<file path="src/rtl/core/tes_pkg.sv">
// Package for the timer expiry scheduler: modes, result kinds, sequencer states.
// No dependencies.
`default_nettype none
package tes_pkg;
   localparam int MODE_BITS = 2;
   localparam int SLOT_BITS = 4;
   localparam int DELAY_BITS = 32;
   localparam int OUT_TIME_BITS = 48;
   localparam int KIND_BITS = 2;

   localparam logic [MODE_BITS-1:0] MODE_ADD = 2'd0;
   localparam logic [MODE_BITS-1:0] MODE_DEL = 2'd1;
   localparam logic [MODE_BITS-1:0] MODE_TICK = 2'd2;
   localparam logic [MODE_BITS-1:0] MODE_RSVD = 2'd3;

   localparam logic [KIND_BITS-1:0] KIND_ACK = 2'd0;
   localparam logic [KIND_BITS-1:0] KIND_FIRED = 2'd1;
   localparam logic [KIND_BITS-1:0] KIND_IDLE = 2'd2;

   typedef enum logic [2:0] {
      ST_IDLE, ST_MARK, ST_SCAN, ST_FIRE, ST_EMIT
   } state_type;

   // command from sequencer to every cell
   typedef struct packed {
      logic add;      // write add into selected cell
      logic del;
      logic mark;     // latch due flags
      logic fire;     // winning cell expires / rearms
   } cell_cmd_type;
endpackage
`default_nettype wire

</file>
<file path="src/rtl/core/tes_cell.sv">
// One timer cell: holds a slot's state and forwards the running minimum.
// Depends on tes_pkg.
`default_nettype none
module tes_cell #(
   parameter int TIME_BITS = 48,
   parameter int IDX_BITS = 4
) (
   input  wire logic clock,
   input  wire logic reset,
   input  wire tes_pkg::cell_cmd_type cmd,
   input  wire logic sel,                      // this cell is addressed / winner
   input  wire logic [TIME_BITS-1:0] now,
   input  wire logic [31:0] delay,
   input  wire logic persist,
   input  wire logic [IDX_BITS-1:0] my_idx,
   // chain in: best candidate so far
   input  wire logic in_vld,
   input  wire logic [TIME_BITS-1:0] in_dl,
   input  wire logic [IDX_BITS-1:0] in_idx,
   output logic out_vld,
   output logic [TIME_BITS-1:0] out_dl,
   output logic [IDX_BITS-1:0] out_idx,
   output logic re_out,
   output logic [TIME_BITS-1:0] nd_out,
   output logic due_out
);
   import tes_pkg::*;
   localparam logic [TIME_BITS-1:0] TMAX = '1;
   logic pend_ff, pers_ff, due_ff;
   logic [TIME_BITS-1:0] dl_ff;
   logic [31:0] per_ff;
   logic [TIME_BITS:0] s1, s2, sa;
   logic [TIME_BITS-1:0] a1, a2, nd;
   logic mine;
   logic vld_ff;
   logic [TIME_BITS-1:0] best_dl_ff;
   logic [IDX_BITS-1:0] best_idx_ff;

   always_comb begin
      s1 = {1'b0, dl_ff} + {{(TIME_BITS+1-32){1'b0}}, per_ff};
      a1 = s1[TIME_BITS] ? TMAX : s1[TIME_BITS-1:0];
      s2 = {1'b0, now} + {{(TIME_BITS+1-32){1'b0}}, per_ff};
      a2 = s2[TIME_BITS] ? TMAX : s2[TIME_BITS-1:0];
      sa = {1'b0, now} + {{(TIME_BITS+1-32){1'b0}}, delay};
      nd = (a1 < now) ? a2 : a1;
      re_out = pers_ff && (per_ff != '0);
      nd_out = nd;
      // strict less keeps the lower index on ties (chain runs from cell 0)
      mine = due_ff && (!in_vld || dl_ff < in_dl);
   end

   assign out_vld = vld_ff;
   assign out_dl = best_dl_ff;
   assign out_idx = best_idx_ff;
   assign due_out = due_ff;

   // one compare per cell per cycle; the minimum ripples one cell per clock
   always_ff @(posedge clock) begin
      if (reset) begin
         vld_ff <= 1'b0;
      end else begin
         vld_ff <= in_vld || due_ff;
      end
   end

   always_ff @(posedge clock) begin
      best_dl_ff <= mine ? dl_ff : in_dl;
      best_idx_ff <= mine ? my_idx : in_idx;
   end

   always_ff @(posedge clock) begin
      if (reset) begin
         pend_ff <= 1'b0;
         pers_ff <= 1'b0;
         per_ff <= '0;
         due_ff <= 1'b0;
      end else begin
         if (cmd.add && sel) begin
            pend_ff <= 1'b1;
            pers_ff <= persist;
            if (persist) per_ff <= delay;
         end else if (cmd.del && sel) begin
            pend_ff <= 1'b0;
         end else if (cmd.fire && sel) begin
            due_ff <= 1'b0;
            if (!re_out) pend_ff <= 1'b0;
         end
         if (cmd.mark) due_ff <= pend_ff && (dl_ff <= now);
      end
   end

   always_ff @(posedge clock) begin
      if (cmd.add && sel) dl_ff <= sa[TIME_BITS] ? TMAX : sa[TIME_BITS-1:0];
      else if (cmd.fire && sel && re_out) dl_ff <= nd;
   end
endmodule
`default_nettype wire

</file>
<file path="config.mk">
export PLATFORM = sky130hd
export DESIGN_NAME = tes_cell
export DESIGN_NICKNAME = d
export VERILOG_FILES = /design/src/rtl/core/tes_pkg.sv /design/src/rtl/core/tes_cell.sv
export SDC_FILE = /design/constraint.sdc
export NUM_CORES = 1
export LEC_CHECK = 0
export ABC_AREA = 1
export BUFFER_PORTS_ARGS = -buffer_cell sky130_fd_sc_hd__buf_2
export CAP_MARGIN = 40
export CORE_ASPECT_RATIO = 0.8
export CORE_UTILIZATION = 35
export CTS_CLUSTER_SIZE = 24
export DETAILED_ROUTE_END_ITERATION = 16
export SETUP_SLACK_MARGIN = 0.15
export SYNTH_ARGS = -nofsm -noshare
export SYNTH_HDL_FRONTEND = slang
export SYNTH_SLANG_ARGS = --single-unit
</file>
<file path="constraint.sdc">
create_clock -name clock -period 5 [get_ports clock]
set_clock_uncertainty 0.1 [all_clocks]
set_input_delay 0.5 -clock clock [delete_from_list [all_inputs] [get_ports clock]]
set_output_delay 0.5 -clock clock [all_outputs]
set_load 0.02 [all_outputs]
</file>
==> PnR_summary.wiki <==
{| class="wikitable"
! Metric !! Value
|-
| Number of nets produced by synthesis || 3107
|-
| Maximum vdd drop || 313 uV
|-
| Flip-flop and latch count after synthesis || 136
|-
| Drt pass-1 iters || 5
|-
| Pin count of the biggest net entering global routing || 70
|-
| Most frequent standard cell in the layout excluding fill and tap cells || sky130_fd_sc_hd__nand2_1
|-
| TritonCTS clock tree || built
|-
| Violated checks || setup timing
|-
| Initial Util || 0.355
|-
| Via count of the first global-routing pass || 19900
|-
| Count of standard-cell rows || 72
|-
| Number of failing setup endpoints in the final timing report || 48
|-
| Sink Count || 136
|-
| Clk_lat worst skew || 0.49 ns
|-
| Top cells by area in the synthesized netlist || sky130_fd_sc_hd__ha_1 (17%), sky130_fd_sc_hd__nand2_1 (12%), sky130_fd_sc_hd__dfxtp_1 (10%), sky130_fd_sc_hd__inv_1 (8.6%), sky130_fd_sc_hd__edfxtp_1 (8.4%)
|-
| Required time of the critical path || 4.40 ns
|-
| Worst slew margin relative to its limit || 0.327
|-
| Final worst path period share || 1.14
|-
| Data arrival time of the worst path || 5.08 ns
|-
| Root buffer cell || sky130_fd_sc_hd__clkbuf_16
|-
| Net count, final || 3658
|-
| Unique cell type count in the Yosys netlist || 51
|-
| Critical Path Start Type || flop
|-
| TritonCTS Buffers || 17
|-
| Most area-hungry cell type in the Yosys netlist || sky130_fd_sc_hd__ha_1
|-
| Area growth from synthesis to final layout || 44.4%
|-
| Multiplexer fraction of the synthesized cell area || 0
|-
| Antenna viol nets, final || 0
|-
| Final Hold Vio Count || 0
|-
| Yosys warning total || 0
|-
| Count of flip-flops with a built-in enable after synthesis || 48
|-
| Antenna violations before repair || 1
|-
| Number of port buffers || 247
|-
| Sort of element at the end of the critical path || output pin
|-
| Post-CTS clock slew at the launch and capture registers of the worst setup and hold paths || 0.06 ns
|-
| Simple-gate area share of the yosys netlist || 0.311
|-
| Synthesized area per cell || 6.31 um2
|-
| Shortest period the worst path allows || 5.68 ns
|-
| Vias after detailed routing || 21700
|-
| Slew Viols, Final || 0
|-
| Overall Global Routing Usage || 0.339
|-
| LEAKAGE || 12.5 nW
|-
| Worst Path Class, Setup || flop to output pin
|-
| Die footprint || 50000 um2
|-
| Post-route setup slack || -0.677 ns
|-
| Main combinational cell family by area after synthesis || simple AND/OR/NAND/NOR gates
|-
| Maximum fanout along the worst path || 6
|-
| Hold/Removal Path Class || primary input to flop
|-
| Synth Area in XOR/XNOR || 0.0398
|-
| Wire per inst || 22.8 um
|-
| Setup_tns || -29.33 ns
|-
| Final Wtd Congestion || 1.02
|-
| Primary FF master, synth || sky130_fd_sc_hd__dfxtp_1
|-
| Floorplan die width || 250 um
|-
| Crit-path max cell delay || 0.54 ns
|-
| Placement Setup Slack || -0.632 ns
|-
| Sequential area share after synthesis || 0.187
|-
| DRC violations left || 0
|-
| Sum of net half-perimeters after detailed placement || 72900 um
|-
| Compound-Gate Fraction of Synth Area || 0.183
|-
| Worst-case clock buffer depth || 2
|-
| Maximum operating frequency || 176 MHz
|-
| Mapped Area || 17200 um2
|-
| Gate count of the mapped netlist || 2721
|-
| Adder-Cell Fraction of Synth Area || 0.177
|-
| Post-DR vias/cell || 5.54
|-
| Proportion of layout cells with a drive suffix above 1 || 0.297
|-
| Chip height || 200 um
|-
| Transition at the pin with the smallest max-transition slack || 1.01 ns
|-
| Deepest level of the CTS H-tree || 4
|-
| Initial DRC count || 2300
|-
| Run status || finished, violations left
|-
| Unrepaired setup endpoints after global routing || yes
|-
| Wire length reported by the detailed router || 89400 um
|-
| Remaining global-route overflow || 0
|-
| Top-area cell type share of the netlist area || 0.173
|-
| Ports || 248
|-
| Highest-count cells in the layout ignoring fill and taps || sky130_fd_sc_hd__nand2_1 (449), sky130_fd_sc_hd__inv_1 (387), sky130_fd_sc_hd__buf_4 (299)
|-
| CTS hold repair buffers || 0
|-
| N_diodes || 0
|-
| Wire length of the first global-routing pass || 125000 um
|-
| Async set-or-reset flop fraction in the synthesized netlist || 0
|-
| Max-cap violation count || 0
|-
| Area of the core || 48400 um2
|-
| Slowest library cell on the worst path || sky130_fd_sc_hd__dfxtp_1
|-
| Ratio of total power to cell area || 226 nW/um2
|}
==> area by class of cell <==
class,instances,area (um2)
Sequential cell,136,3210
Inverter,397,1490
Fill cell,4929,23600
Timing Repair Buffer,591,4600
Tap cell,629,787
Clock inverter,13,116
Clock buffer,19,454
Multi-Input combinational cell,2129,14100
==> cells by family (layout without fill, tap and decap cells) <==
group	after synthesis	in the layout
XOR/XNOR	78	78
buffers and inverters	457	1020
flip-flops	136	136
AO/OA/AOI/OAI	566	566
AND/OR/NAND/NOR	1243	1244
adder cells (fa/ha/maj)	241	241
==> stage by stage <==
stage	instances	power [mW]	cell area [um2]	util	hold slack [ns]
after detailed placement	3814	3.60	21100	0.436	0.360
after global routing	3914	5.86	24800	0.512	0.108
after CTS	3891	5.17	22900	0.473	0.0854
after global placement	3813	3.57	21100	0.435	0.353
after floorplan	2721	2.59	17200	-	0.342
final	3914	5.61	24800	0.512	0.115
==> per-layer routing <==
layer / track usage / vias to the layer above / wire [um]
li1: - / 10200 / -
met2: 0.457 / 1027 / 34900
met1: 0.531 / 10300 / 43200
met4: 0.0915 / 2 / 2200
met3: 0.0663 / 110 / 9110
met5: 0 / - / 13
==> worst max-delay path: cells and delay by family (launching register included) <==
kind	cells	cell delay, ns
flip-flops	1	0.54
buffers and inverters	8	0.97
AND/OR/NAND/NOR	10	1.10
AO/OA/AOI/OAI	8	1.34
adder cells (fa/ha/maj)	2	0.63
==> what timing repair did <==
action                     in CTS  in global routing
setup endpoints to repair      96                 96
buffers inserted               37                 14
hold endpoints to repair        0                  0
gates resized for setup       201                369
pin swaps                      30                100
gates cloned                    8                  8
==> Yosys cell counts (11+ instances only) <==
| cell type | instances |
|---|---|
| sky130_fd_sc_hd__buf_2 | 11 |
| sky130_fd_sc_hd__nor3_1 | 42 |
| sky130_fd_sc_hd__nand2_1 | 550 |
| sky130_fd_sc_hd__nand4_1 | 35 |
| sky130_fd_sc_hd__nor2_1 | 310 |
| sky130_fd_sc_hd__xor2_1 | 52 |
| sky130_fd_sc_hd__inv_1 | 395 |
| sky130_fd_sc_hd__a211oi_1 | 12 |
| sky130_fd_sc_hd__a31oi_1 | 32 |
| sky130_fd_sc_hd__and2_1 | 54 |
| sky130_fd_sc_hd__nand3_1 | 208 |
| sky130_fd_sc_hd__a21o_1 | 14 |
| sky130_fd_sc_hd__xnor2_1 | 26 |
| sky130_fd_sc_hd__o211ai_1 | 13 |
| sky130_fd_sc_hd__o21a_1 | 15 |
| sky130_fd_sc_hd__dfxtp_1 | 88 |
| sky130_fd_sc_hd__edfxtp_1 | 48 |
| sky130_fd_sc_hd__clkbuf_1 | 40 |
| sky130_fd_sc_hd__ha_1 | 238 |
| sky130_fd_sc_hd__o21ai_0 | 157 |
| sky130_fd_sc_hd__a21oi_1 | 272 |
| sky130_fd_sc_hd__nor4_1 | 18 |
==> final timing paths <==
check                               start         end  slack [ns]  depth (start not counted)
worst max-delay path            per_ff[5]  nd_out[23]       -0.68                         28
worst min-delay path            in_idx[0]  out_idx[0]        0.11                          3
worst max register to register  per_ff[5]   dl_ff[40]        0.02                         31
worst min register to register    pers_ff     pers_ff        0.37                          2
==> power breakdown <==
group | switching, mW | internal [mW]
registers | 0.0647 | 1.24
logic | 1.75 | 1.27
clock network | 0.572 | 0.715
total | 2.38 | 3.23
==> flip-flops by register name, indices dropped and copies added, names as in the netlist <==
register	count
out_vld	1
per_ff	32
due_out	1
out_idx	4
out_dl	48
pend_ff	1
pers_ff	1
dl_ff	48
Note: power is estimated with default switching activity, not from simulation.
