--- src/rtl/core/tes_pkg.sv ---
// Package for the timer expiry scheduler: modes, result kinds, sequencer states.
// No dependencies.
`default_nettype none
package tes_pkg;
   localparam int MODE_BITS = 2;
   localparam int SLOT_BITS = 4;
   localparam int DELAY_BITS = 32;
   localparam int OUT_TIME_BITS = 48;
   localparam int KIND_BITS = 2;

   localparam logic [MODE_BITS-1:0] MODE_ADD = 2'd0;
   localparam logic [MODE_BITS-1:0] MODE_DEL = 2'd1;
   localparam logic [MODE_BITS-1:0] MODE_TICK = 2'd2;
   localparam logic [MODE_BITS-1:0] MODE_RSVD = 2'd3;

   localparam logic [KIND_BITS-1:0] KIND_ACK = 2'd0;
   localparam logic [KIND_BITS-1:0] KIND_FIRED = 2'd1;
   localparam logic [KIND_BITS-1:0] KIND_IDLE = 2'd2;

   typedef enum logic [2:0] {
      ST_IDLE, ST_MARK, ST_SCAN, ST_FIRE, ST_EMIT
   } state_type;

   // command from sequencer to every cell
   typedef struct packed {
      logic add;      // write add into selected cell
      logic del;
      logic mark;     // latch due flags
      logic fire;     // winning cell expires / rearms
   } cell_cmd_type;
endpackage
`default_nettype wire

--- src/rtl/core/tes_seq.sv ---
// Sequencer: accepts requests, steps the cell chain, emits results.
// Depends on tes_pkg.
`default_nettype none
module tes_seq #(
   parameter int NUM_TIMERS = 16,
   parameter int IDX_BITS = 4,
   parameter int TIME_BITS = 48
) (
   input  wire logic clock,
   input  wire logic reset,
   input  wire logic req_valid,
   output logic req_ready,
   input  wire logic [1:0] req_mode,
   output logic rsp_valid,
   input  wire logic rsp_ready,
   input  wire logic chain_vld,
   input  wire logic [IDX_BITS-1:0] chain_idx,
   input  wire logic more_due,
   input  wire logic win_re,
   input  wire logic [TIME_BITS-1:0] win_nd,
   output tes_pkg::cell_cmd_type cmd,
   output logic [IDX_BITS-1:0] win_ff,
   output logic [1:0] kind_ff,
   output logic [tes_pkg::SLOT_BITS-1:0] slot_ff,
   output logic re_ff,
   output logic [47:0] nd_ff,
   output logic last_ff
);
   import tes_pkg::*;
   localparam int CW = $clog2(NUM_TIMERS + 1);
   state_type st_ff, st_in;
   logic [IDX_BITS-1:0] win_in;
   logic [CW-1:0] wait_ff, wait_in;
   logic take, is_ack, idle_done;

   assign take = req_valid && req_ready;
   assign req_ready = (st_ff == ST_IDLE) && !rsp_valid;
   assign is_ack = take && (req_mode inside {MODE_ADD, MODE_DEL});
   assign idle_done = (st_ff == ST_SCAN) && (wait_ff == '0) && !chain_vld;

   always_comb begin
      st_in = st_ff;
      case (st_ff)
         ST_IDLE: if (take && req_mode == MODE_TICK) st_in = ST_MARK;
         ST_MARK: st_in = ST_SCAN;
         // chain end is settled once the wait count runs out
         ST_SCAN: if (wait_ff == '0) st_in = chain_vld ? ST_FIRE : ST_EMIT;
         ST_FIRE: st_in = ST_EMIT;
         ST_EMIT: if (rsp_ready) st_in = last_ff ? ST_IDLE : ST_SCAN;
         default: st_in = ST_IDLE;
      endcase
   end

   always_comb begin
      cmd = '0;
      win_in = win_ff;
      wait_in = (wait_ff != '0) ? wait_ff - 1'b1 : wait_ff;
      case (st_ff)
         ST_IDLE: begin
            cmd.add = take && req_mode == MODE_ADD;
            cmd.del = take && req_mode == MODE_DEL;
         end
         ST_MARK: begin
            cmd.mark = 1'b1;
            wait_in = CW'(NUM_TIMERS);
         end
         ST_SCAN: win_in = chain_idx;
         ST_FIRE: begin
            cmd.fire = 1'b1;
            // cells below the winner are unchanged; only the tail must refill
            wait_in = CW'(NUM_TIMERS) - CW'(win_ff);
         end
         default: ;
      endcase
   end

   always_ff @(posedge clock) begin
      if (reset) begin
         st_ff <= ST_IDLE;
         wait_ff <= '0;
         win_ff <= '0;
         rsp_valid <= 1'b0;
         kind_ff <= KIND_ACK;
         slot_ff <= '0;
         re_ff <= 1'b0;
         nd_ff <= '0;
         last_ff <= 1'b0;
      end else begin
         st_ff <= st_in;
         wait_ff <= wait_in;
         win_ff <= win_in;
         if (is_ack) begin
            rsp_valid <= 1'b1;
            kind_ff <= KIND_ACK;
            slot_ff <= '0;
            re_ff <= 1'b0;
            nd_ff <= '0;
            last_ff <= 1'b1;
         end else if (idle_done) begin
            rsp_valid <= 1'b1;
            kind_ff <= KIND_IDLE;
            slot_ff <= '0;
            re_ff <= 1'b0;
            nd_ff <= '0;
            last_ff <= 1'b1;
         end else if (st_ff == ST_FIRE) begin
            rsp_valid <= 1'b1;
            kind_ff <= KIND_FIRED;
            slot_ff <= SLOT_BITS'(win_ff);
            re_ff <= win_re;
            nd_ff <= win_re ? 48'(win_nd) : '0;
            last_ff <= !more_due;
         end else if (rsp_valid && rsp_ready) begin
            rsp_valid <= 1'b0;
         end
      end
   end
endmodule
`default_nettype wire

--- config.mk ---
export PLATFORM = sky130hd
export DESIGN_NAME = tes_seq
export DESIGN_NICKNAME = d
export VERILOG_FILES = /design/src/rtl/core/tes_pkg.sv /design/src/rtl/core/tes_seq.sv
export SDC_FILE = /design/constraint.sdc
export NUM_CORES = 1
export LEC_CHECK = 0
export BUFFER_PORTS_ARGS = -buffer_cell sky130_fd_sc_hd__buf_2
export CAP_MARGIN = 20
export CORE_MARGIN = 4
export CORE_UTILIZATION = 40
export DETAILED_ROUTE_END_ITERATION = 16
export GPL_ROUTABILITY_DRIVEN = 1
export PLACE_DENSITY = 0.75
export SKIP_LAST_GASP = 1
export SLEW_MARGIN = 10
export SYNTH_ARGS = -nofsm -noshare
export SYNTH_HDL_FRONTEND = slang
export SYNTH_SLANG_ARGS = --single-unit
--- constraint.sdc ---
create_clock -name clock -period 2 [get_ports clock]
set_clock_uncertainty 0.05 [all_clocks]
set_input_delay 0.2 -clock clock [delete_from_list [all_inputs] [get_ports clock]]
set_output_delay 0.2 -clock clock [all_outputs]
set_load 0.02 [all_outputs]
==> results.yml, run 1 <==
setup_path:
  critPathKind: "reg -> out"
  start_kind: "register"
  critPathArrivalTime_ps: 1690
  endpoint_kind: "output port"
  critPathMaxFanout: 7
  crit_chain: "nor4_2, nand3_1, nor2_1, buf_2"
  crit_path_max_incr_delay_ps: 440
  slowest_stage: "nor4_2"
  critPathRequiredTime_ps: 1750
logic_synthesis:
  syn_nets: 392
  avgSynthCellArea_sq_um: 8.92
  netlist_instances: 328
  synth_seq_cells: 69
  synthesis.area_sq_mm: 0.00293
  ys_seq_area_share_pct: 47.2
  yosysWarnings: 0
  synth.distinct_cells: 37
placed_design:
  port_buffers: 126
  gp_congestion: 0.859
  hpwlAfterDp_um: 5660
  dpl_cell_area_sq_mm: 0.00368
floorplan:
  initial_core_util_pct: 42.1
  die_h_um: 93.5
  ios: 127
  core-area_sq_mm: 0.00694
  rows: 30
  dieArea_sq_mm: 0.00875
  fp.dieW_um: 93.5
sta:
  hold_violations: 0
  finalCritPeriodShare_pct: 96.8
  maxSlewViolCount: 0
  layout_min_cycle_time_ps: 1940
  relSlewSlack_pct: 71.0
  grt_setup_unrepaired: "true"
  finalSetupViolations: 0
  tightest_slew_ps: 428
  fmax_mhz: 517
drt:
  wl_per_cell_um: 14.7
  antenna_left: 0
  first_iter_violations: 180
  wirelength_um: 8050
  route.detailed.drc: 0
  num_vias: 2900
  vias_per_cell: 5.31
  drtPass1Iterations: 4
power:
  peakVddDrop_uv: 347
  power_leakage_nw: 1.64
  powerDensity_mw_per_mm2: 838
cts:
  cts.path.max_buffers: 2
  numCtsBuffers: 9
  postCtsSetupRepairBufs: 0
  cts-root-buf: "clkbuf_8"
  cts_max_level: 3
  path_clk_slew_ps: 70
  clock_sinks: 69
  cts_tree: "built"
  clk_latency_ps: 320
global_route:
  grt_pass1_wl_um: 12800
  grt_max_degree: 53
  track_usage_pct: 18.1
  grt_pass1_vias: 2701
  antenna_found_initial: 1
  grt-ovfl-total: 0
final_layout:
  postLayoutCoreUtil_pct: 56.5
  drive_gt1_share_pct: 35.6
  finalNetCount: 510
  area_growth_pct: 34.0
  final_area_sq_mm: 0.00392
  antennaDiodeCount: 0
run:
  drv_cap: 0
status:
  outcome: "finished clean"
worst_hold_path:
  hold_path_class: "in -> reg"
==> synth_stat cells <==
cell type / number / area share, %
buf_6: 5 / 1.9
nor2b_1: 1 / 0.21
a32oi_1: 1 / 0.30
nor3b_2: 1 / 0.43
a21oi_1: 5 / 0.85
buf_2: 10 / 1.7
nor3b_1: 2 / 0.51
a221oi_1: 1 / 0.30
nor4_2: 1 / 0.43
mux2i_1: 10 / 3.4
nand4_1: 1 / 0.21
nand3_1: 49 / 8.4
a31o_2: 1 / 0.30
nor4b_1: 1 / 0.30
a41oi_1: 1 / 0.30
nand4b_1: 1 / 0.30
nand2_1: 52 / 6.7
xor2_1: 2 / 0.60
dfxtp_1: 69 / 47
buf_4: 3 / 0.77
a211oi_1: 50 / 13
o21ai_0: 1 / 0.17
a22o_1: 1 / 0.30
nor3_1: 8 / 1.4
a32o_1: 2 / 0.68
nand3b_4: 1 / 0.68
ha_1: 3 / 1.3
nand2b_1: 2 / 0.43
nor2_1: 12 / 1.5
xnor2_1: 3 / 0.90
inv_2: 1 / 0.13
a31oi_1: 3 / 0.64
clkbuf_1: 13 / 1.7
or4b_1: 1 / 0.34
nand3b_1: 1 / 0.26
inv_1: 8 / 1.0
nor3b_4: 1 / 0.64
==> report_power, final <==
group          total, mW  internal [mW]  switching, mW  leakage (nW)
logic              0.486          0.245          0.241         0.970
clock network       1.35          0.824          0.521         0.116
registers           1.46           1.42         0.0415         0.558
==> critical path, delay by kind of cell, from the launching register on <==
kind | cells | cell delay (ps)
AND/OR/NAND/NOR | 3 | 780
flip-flops | 1 | 420
buffers and inverters | 1 | 170
==> per-stage QoR <==
stage	hold slack [ps]	setup WS, ps	total power [mW]	cells	setup TNS [ps]
finish	67.8	64.3	3.29	546	0
global placement	383	197	1.96	531	0
detailed placement	399	134	1.97	531	0
CTS	54.4	3.80	3.32	546	0
floorplan	229	105	1.78	328	0
global route	56.9	-80.4	3.44	546	-159
==> what timing repair did <==
action,in CTS,in global routing
hold buffers,0,0
endpoints found under the setup margin,0,3
gates resized for setup,0,3
==> layer usage <==
layer  GRT usage, %  routed length [um]  part of all wire [%]  up-vias
met2           29.4                3710                    46      120
met4           6.14                  72                  0.89        2
met5              0                  13                  0.16        -
met1           23.3                3570                    44     1358
met3           4.99                 683                   8.5        8
li1               -                   -                     -     1412
==> placed cells by master, fill, tap and decap left out, types with 2 or more instances in the layout <==
| cell type | Yosys | routed |
|---|---|---|
| nand3_1 | 49 | 49 |
| xor2_1 | 2 | 2 |
| ha_1 | 3 | 3 |
| a32o_1 | 2 | 2 |
| a31oi_1 | 3 | 3 |
| nand2_1 | 52 | 52 |
| a211oi_1 | 50 | 50 |
| clkbuf_8 | 0 | 9 |
| nor3b_4 | 1 | 2 |
| inv_1 | 8 | 8 |
| bufinv_16 | 0 | 3 |
| a21oi_1 | 5 | 5 |
| nor3_1 | 8 | 8 |
| mux2i_1 | 10 | 10 |
| nor2_1 | 12 | 12 |
| buf_2 | 10 | 126 |
| xnor2_1 | 3 | 3 |
| buf_4 | 3 | 5 |
| dfxtp_1 | 69 | 68 |
| nor3b_1 | 2 | 2 |
| buf_12 | 0 | 7 |
| nand2b_1 | 2 | 2 |
==> final timing paths <==
kind,from,endpoint,slack [ps],cells past startpoint
worst max-delay path,st_ff[0],cmd[2],60,4
worst min-delay path,chain_idx[0],win_ff[0],70,3
worst max register to register,wait_ff[0],nd_ff[31],120,6
worst min register to register,nd_ff[27],nd_ff[27],410,2
==> registers in the layout, summed over array words and instances (netlist names) <==
register	flops
kind_ff	2
last_ff	1
nd_ff	48
re_ff	1
rsp_valid	1
slot_ff	4
st_ff	3
wait_ff	5
win_ff	4
==> cells by family (layout without fill, tap and decap cells) <==
kind of cell	after synthesis	count (layout)	synth area share [%]
multiplexers	10	10	3.42
XOR/XNOR	5	5	1.50
AO/OA/AOI/OAI	66	66	16.7
AND/OR/NAND/NOR	135	135	22.7
buffers and inverters	40	162	7.23
flip-flops	69	69	47.2
adder cells (fa/ha/maj)	3	3	1.28
==> layout make-up <==
type	instances	area [sq um]
Fill cell	634	3020
Sequential cell	69	1380
Multi-Input combinational cell	219	1340
Timing Repair Buffer	138	808
Clock buffer	9	124
Tap cell	96	120
Clock inverter	6	111
Inverter	9	36.3
(Power assumes the default switching activity.)
==> run 2: changes to the inputs <==
--- a/config.mk
+++ b/config.mk
@@ -7,6 +7,7 @@
 export LEC_CHECK = 0
 export BUFFER_PORTS_ARGS = -buffer_cell sky130_fd_sc_hd__buf_2
 export CAP_MARGIN = 20
+export CORE_ASPECT_RATIO = 2
 export CORE_MARGIN = 4
 export CORE_UTILIZATION = 40
 export DETAILED_ROUTE_END_ITERATION = 16
==> run 2 against run 1 <==
Against the previous run:
- wire length grew 5.7%
- worst hold slack lost 3.5 ps
- fmax grew 0.14%
- sequential power is essentially flat
- core utilization is essentially flat
- combinational power grew 0.8%
- critical endpoint is now nd_ff[42]
- clock power grew 17%
- via count shrank 0.38%
- count of clock-buffer cells in the layout grew 4
- non-clock buffer count grew 2
- power grew 7.5%
- critical path depth grew 3
==> results.yml, run 2 (same netlist as run 1, synthesis figures left out) <==
worst_hold_path:
  hold_path_class: "in -> reg"
  min_from: "chain_idx[0]"
setup_path:
  critPathMaxFanout: 25
  endpoint_kind: "register"
  critPathKind: "reg -> reg"
  cp-startpoint: "wait_ff[1]"
  critPathRequiredTime_ps: 2150
  reg2reg_from: "wait_ff[1]"
  start_kind: "register"
  critPathArrivalTime_ps: 2080
floorplan:
  core-area_sq_mm: 0.00705
  die_h_um: 129
  fp.dieW_um: 68.5
  ios: 127
  initial_core_util_pct: 41.5
  dieArea_sq_mm: 0.00883
  rows: 43
final_layout:
  largest_reg_flops: 48
  finalNetCount: 512
  final_cell_mix: "buf_2, dfxtp_1, nand2_1, a211oi_1, nand3_1"
  reg.largest.list: "nd_ff: 48 flops, wait_ff: 5 flops"
  multi_input_comb_area_sq_mm: 0.00135
  area_growth_pct: 36.0
  final_common_cell: "buf_2"
  drive_gt1_share_pct: 35.3
  n_fill_cell: 626
  antennaDiodeCount: 0
  largest_register: "nd_ff"
  area.sequential_sq_mm: 0.00138
power:
  powerDensity_mw_per_mm2: 888
  power_leakage_nw: 1.68
  peakVddDrop_uv: 744
  power_mw: 3.53
drt:
  first_iter_violations: 134
  num_vias: 2889
  wirelength_um: 8510
  wl_per_cell_um: 15.7
  route.detailed.drc: 0
  vias_per_cell: 5.34
  drtPass1Iterations: 4
  antenna_left: 0
cts:
  cts-root-buf: "clkbuf_16"
  cts.path.max_buffers: 2
  clock_sinks: 69
  cts_max_level: 3
  clk_latency_ps: 330
  path_clk_slew_ps: 50
  numCtsBuffers: 9
  cts_tree: "built"
  holdBufCountCts: 0
placed_design:
  hpwlAfterDp_um: 6020
  port_buffers: 126
  gp_congestion: 0.786
sta:
  hold_violations: 0
  relSlewSlack_pct: 71.3
  hold_slack_ps: 64.3
  tightest_slew_ps: 430
  finalCritPeriodShare_pct: 96.7
  grt_setup_unrepaired: "true"
  maxSlewViolCount: 0
  layout_min_cycle_time_ps: 1930
  fmax_mhz: 517
  finalSetupViolations: 0
global_route:
  grt-ovfl-total: 0
  grt_pass1_vias: 2784
  antenna_found_initial: 0
  track_usage_pct: 19.6
  grt_pass1_wl_um: 13100
  grt_max_degree: 56
run:
  drv_cap: 0
status:
  outcome: "finished clean"
-- run 2: changes by cell type in the layout (fill, tap and decap cells not counted), moves of 2 or more --
| cell | change |
|---|---|
| clkbuf_16 | +10 |
| clkbuf_8 | -6 |
| buf_4 | +4 |
| buf_12 | -3 |
| bufinv_16 | -2 |
-- run 2: repair_timing --
| item | CTS | global route |
|---|---|---|
| gates cloned | 0 | 1 |
| gates resized for setup | 1 | 0 |
| pin swaps | 0 | 2 |
| endpoints found under the setup margin | 1 | 4 |
| setup buffers | 0 | 1 |
| hold endpoints to repair | 0 | 0 |
-- run 2: final timing paths --
check,endpoint,slack [ps],cells past startpoint
max reg2reg,nd_ff[42],70,7
max,nd_ff[42],70,7
min reg2reg,nd_ff[14],400,2
min,win_ff[0],60,3
-- run 2: cell type report --
| cell class | instances | area share [%] |
|---|---|---|
| clock buffers | 13 | 6.79 |
| clock inverters | 1 | 0.754 |
| inverters | 9 | 0.849 |
| multi-input cells | 219 | 33.9 |
| flip-flops and latches | 69 | 34.7 |
| well taps | 90 | 2.83 |
| repair buffers | 140 | 20.2 |
-- run 2: power breakdown --
group          leakage (nW)  switching [mW]  internal, mW
registers             0.557          0.0448          1.42
clock network         0.148           0.527          1.05
logic                 0.974           0.248         0.241
total                  1.68           0.820          2.71
-- run 2: layer usage --
metal	share of wire (%)	up-vias	track usage (%)
met5	0	-	0
met4	1.8	0	7.39
met3	7.4	14	6.46
met2	54	112	34.3
met1	37	1348	21.0
li1	-	1415	-
-- run 2: worst max-delay path: stages, from the launching register on --
cell	delay (ps)
dfxtp_1	320
inv_1	100
ha_1	190
or4b_1	510
nor3b_4	260
buf_12	150
buf_12	160
a211oi_1	60
-- run 2: through the flow --
stage          setup WS, ps  instance area [sq um]  utilization [%]  setup TNS [ps]  instances
5_1_grt               -17.3                   3980             56.5            -169        541
3_5_place_dp            121                   3630             51.4               0        525
3_3_place_gp            193                   3630             51.4               0        525
4_1_cts                77.2                   3940             55.8               0        539
6_report               66.9                   3980             56.5               0        541
2_1_floorplan           105                   2930                -               0        328
==> run 3: changes to the inputs <==
--- a/config.mk
+++ b/config.mk
@@ -18,3 +18,4 @@
 export SYNTH_ARGS = -nofsm -noshare
 export SYNTH_HDL_FRONTEND = slang
 export SYNTH_SLANG_ARGS = --single-unit
+export TNS_END_PERCENT = 5
==> constraint.sdc (replaced) <==
create_clock -name clock -period 2.4 [get_ports clock]
set_clock_uncertainty 0.05 [all_clocks]
set_input_delay 0.24 -clock clock [delete_from_list [all_inputs] [get_ports clock]]
set_output_delay 0.24 -clock clock [all_outputs]
set_load 0.02 [all_outputs]
==> run 3 against run 2 <==
Against the previous run:
- wire length fell by 3.6%
- via count fell by 0.31%
- sequential share of layout area up 1.1 points
- critical path depth fell by 3
- core utilization is 1.8 points lower
- first-iteration DRC count is 13% higher
- clock power decreased by 23%
- die area stayed put
- critical endpoint is now cmd[0]
==> results.yml, run 3 (same netlist as run 1, synthesis figures left out) <==
global_route:
  grt-ovfl-total: 0
  grt_pass1_vias: 2850
  grt_max_degree: 56
  grt_pass1_wl_um: 13400
  antenna_found_initial: 0
  track_usage_pct: 19.7
drt:
  route.detailed.drc: 0
  num_vias: 2880
  wirelength_um: 8200
  wl_per_cell_um: 15.3
  first_iter_violations: 151
  vias_per_cell: 5.38
  drtPass1Iterations: 4
  antenna_left: 0
setup_path:
  critPathMaxFanout: 38
  r2r-end: "nd_ff[20]"
  critPathArrivalTime_ps: 1780
  endpoint_kind: "output port"
  critPathKind: "reg -> out"
  worstRegToRegCells: 6
  r2r_setup_slack_ps: 360
  critPathRequiredTime_ps: 2110
  cp-startpoint: "st_ff[0]"
  reg2reg_from: "wait_ff[0]"
  start_kind: "register"
  cp-endpoint: "cmd[0]"
cts:
  postCtsSetupRepairBufs: 0
  cts-root-buf: "clkbuf_16"
  path_clk_slew_ps: 50
  cts_tree: "built"
  cts.path.max_buffers: 2
  clock_sinks: 69
  cts_max_level: 3
  clk_latency_ps: 320
  post_cts_resized: 0
  holdBufCountCts: 0
  numCtsBuffers: 9
sta:
  layout_min_cycle_time_ps: 2070
  tightest_slew_ps: 827
  maxSlewViolCount: 0
  fmax_mhz: 483
  finalCritPeriodShare_pct: 86.2
  hold_violations: 0
  worst_slack_ps: 331
  hold_slack_ps: 118
  relSlewSlack_pct: 44.9
  finalSetupViolations: 0
  grt_setup_unrepaired: "false"
  setup_tns_ps: 0
floorplan:
  initial_core_util_pct: 41.5
  fp.dieW_um: 68.5
  die_h_um: 129
  rows: 43
  ios: 127
  dieArea_sq_mm: 0.00883
  core-area_sq_mm: 0.00705
placed_design:
  dp_cells: 520
  dpl_cell_area_sq_mm: 0.00358
  hpwlAfterDp_um: 5850
  pre_cts_ws_ps: 363
  gp_congestion: 0.786
  port_buffers: 126
power:
  powerDensity_mw_per_mm2: 730
  p_comb_share_pct: 13.6
  power.internal_mw: 2.14
  power_leakage_nw: 1.62
  p_clk_share_pct: 43.1
  switching_share_pct: 23.9
  peakVddDrop_uv: 436
  p_sw_mw: 0.674
  seq_power_share_pct: 43.3
  power_mw: 2.81
final_layout:
  postLayoutCoreUtil_pct: 54.7
  multi_input_comb_area_sq_mm: 0.00134
  area_growth_pct: 31.7
  n_fill_cell: 665
  final_common_cell: "buf_2"
  area.sequential_sq_mm: 0.00138
  final_cell_mix: "buf_2, dfxtp_1, nand2_1, a211oi_1, nand3_1"
  antennaDiodeCount: 0
  finalNetCount: 505
  final_area_sq_mm: 0.00385
  largest_reg_flops: 48
  drive_gt1_share_pct: 34.2
  fin_cells: 535
  largest_register: "nd_ff"
  reg.largest.list: "nd_ff: 48 flops, wait_ff: 5 flops"
status:
  outcome: "finished clean"
run:
  drv_cap: 0
worst_hold_path:
  hold_path_class: "in -> reg"
  hold_path_depth: 3
[run 3: cell count changes in the layout (fill, tap and decap cells not counted)]
cell	before	now
nor4_4	1	0
clkinv_2	0	1
bufinv_16	1	0
buf_12	4	2
nor4_2	0	1
buf_4	9	5
clkbuf_1	1	2
clkbuf_16	10	9
[run 3: worst max-delay path: stages, from the launching register on]
cell,delay (ps)
dfxtp_1,540
nand3b_4,110
inv_2,310
buf_12,260
buf_2,200
[run 3: area by class of cell]
cell class	count	area share, %
Sequential cell	69	35.8
Clock inverter	1	0.130
Tap cell	90	2.92
Clock buffer	14	7.11
Timing Repair Buffer	133	18.4
Multi-Input combinational cell	219	34.8
Inverter	9	0.876
[run 3: worst min path at each step]
stage / startpoint / to
2_1_floorplan: reset / st_ff[1]
3_3_place_gp: nd_ff[16] / nd_ff[16]
3_5_place_dp: nd_ff[18] / nd_ff[18]
4_1_cts: chain_idx[0] / win_ff[0]
5_1_grt: chain_idx[2] / win_ff[2]
6_report: chain_idx[0] / win_ff[0]
[run 3: metal layers]
| metal | global-route usage (%) | up-vias | routed length (um) |
|---|---|---|---|
| met2 | 33.0 | 110 | 4370 |
| li1 | - | 1404 | - |
| met1 | 22.4 | 1350 | 3010 |
| met4 | 9.61 | 0 | 195 |
| met3 | 5.24 | 16 | 629 |
| met5 | 0 | - | 0 |
[run 3: power groups by stage]
stage	logic (mW)	registers (mW)	clock network [mW]
6_report	0.384	1.22	1.21
5_1_grt	0.433	1.22	1.30
4_1_cts	0.384	1.22	1.25
3_5_place_dp	0.382	1.24	0
3_3_place_gp	0.371	1.24	0
2_1_floorplan	0.245	1.23	0
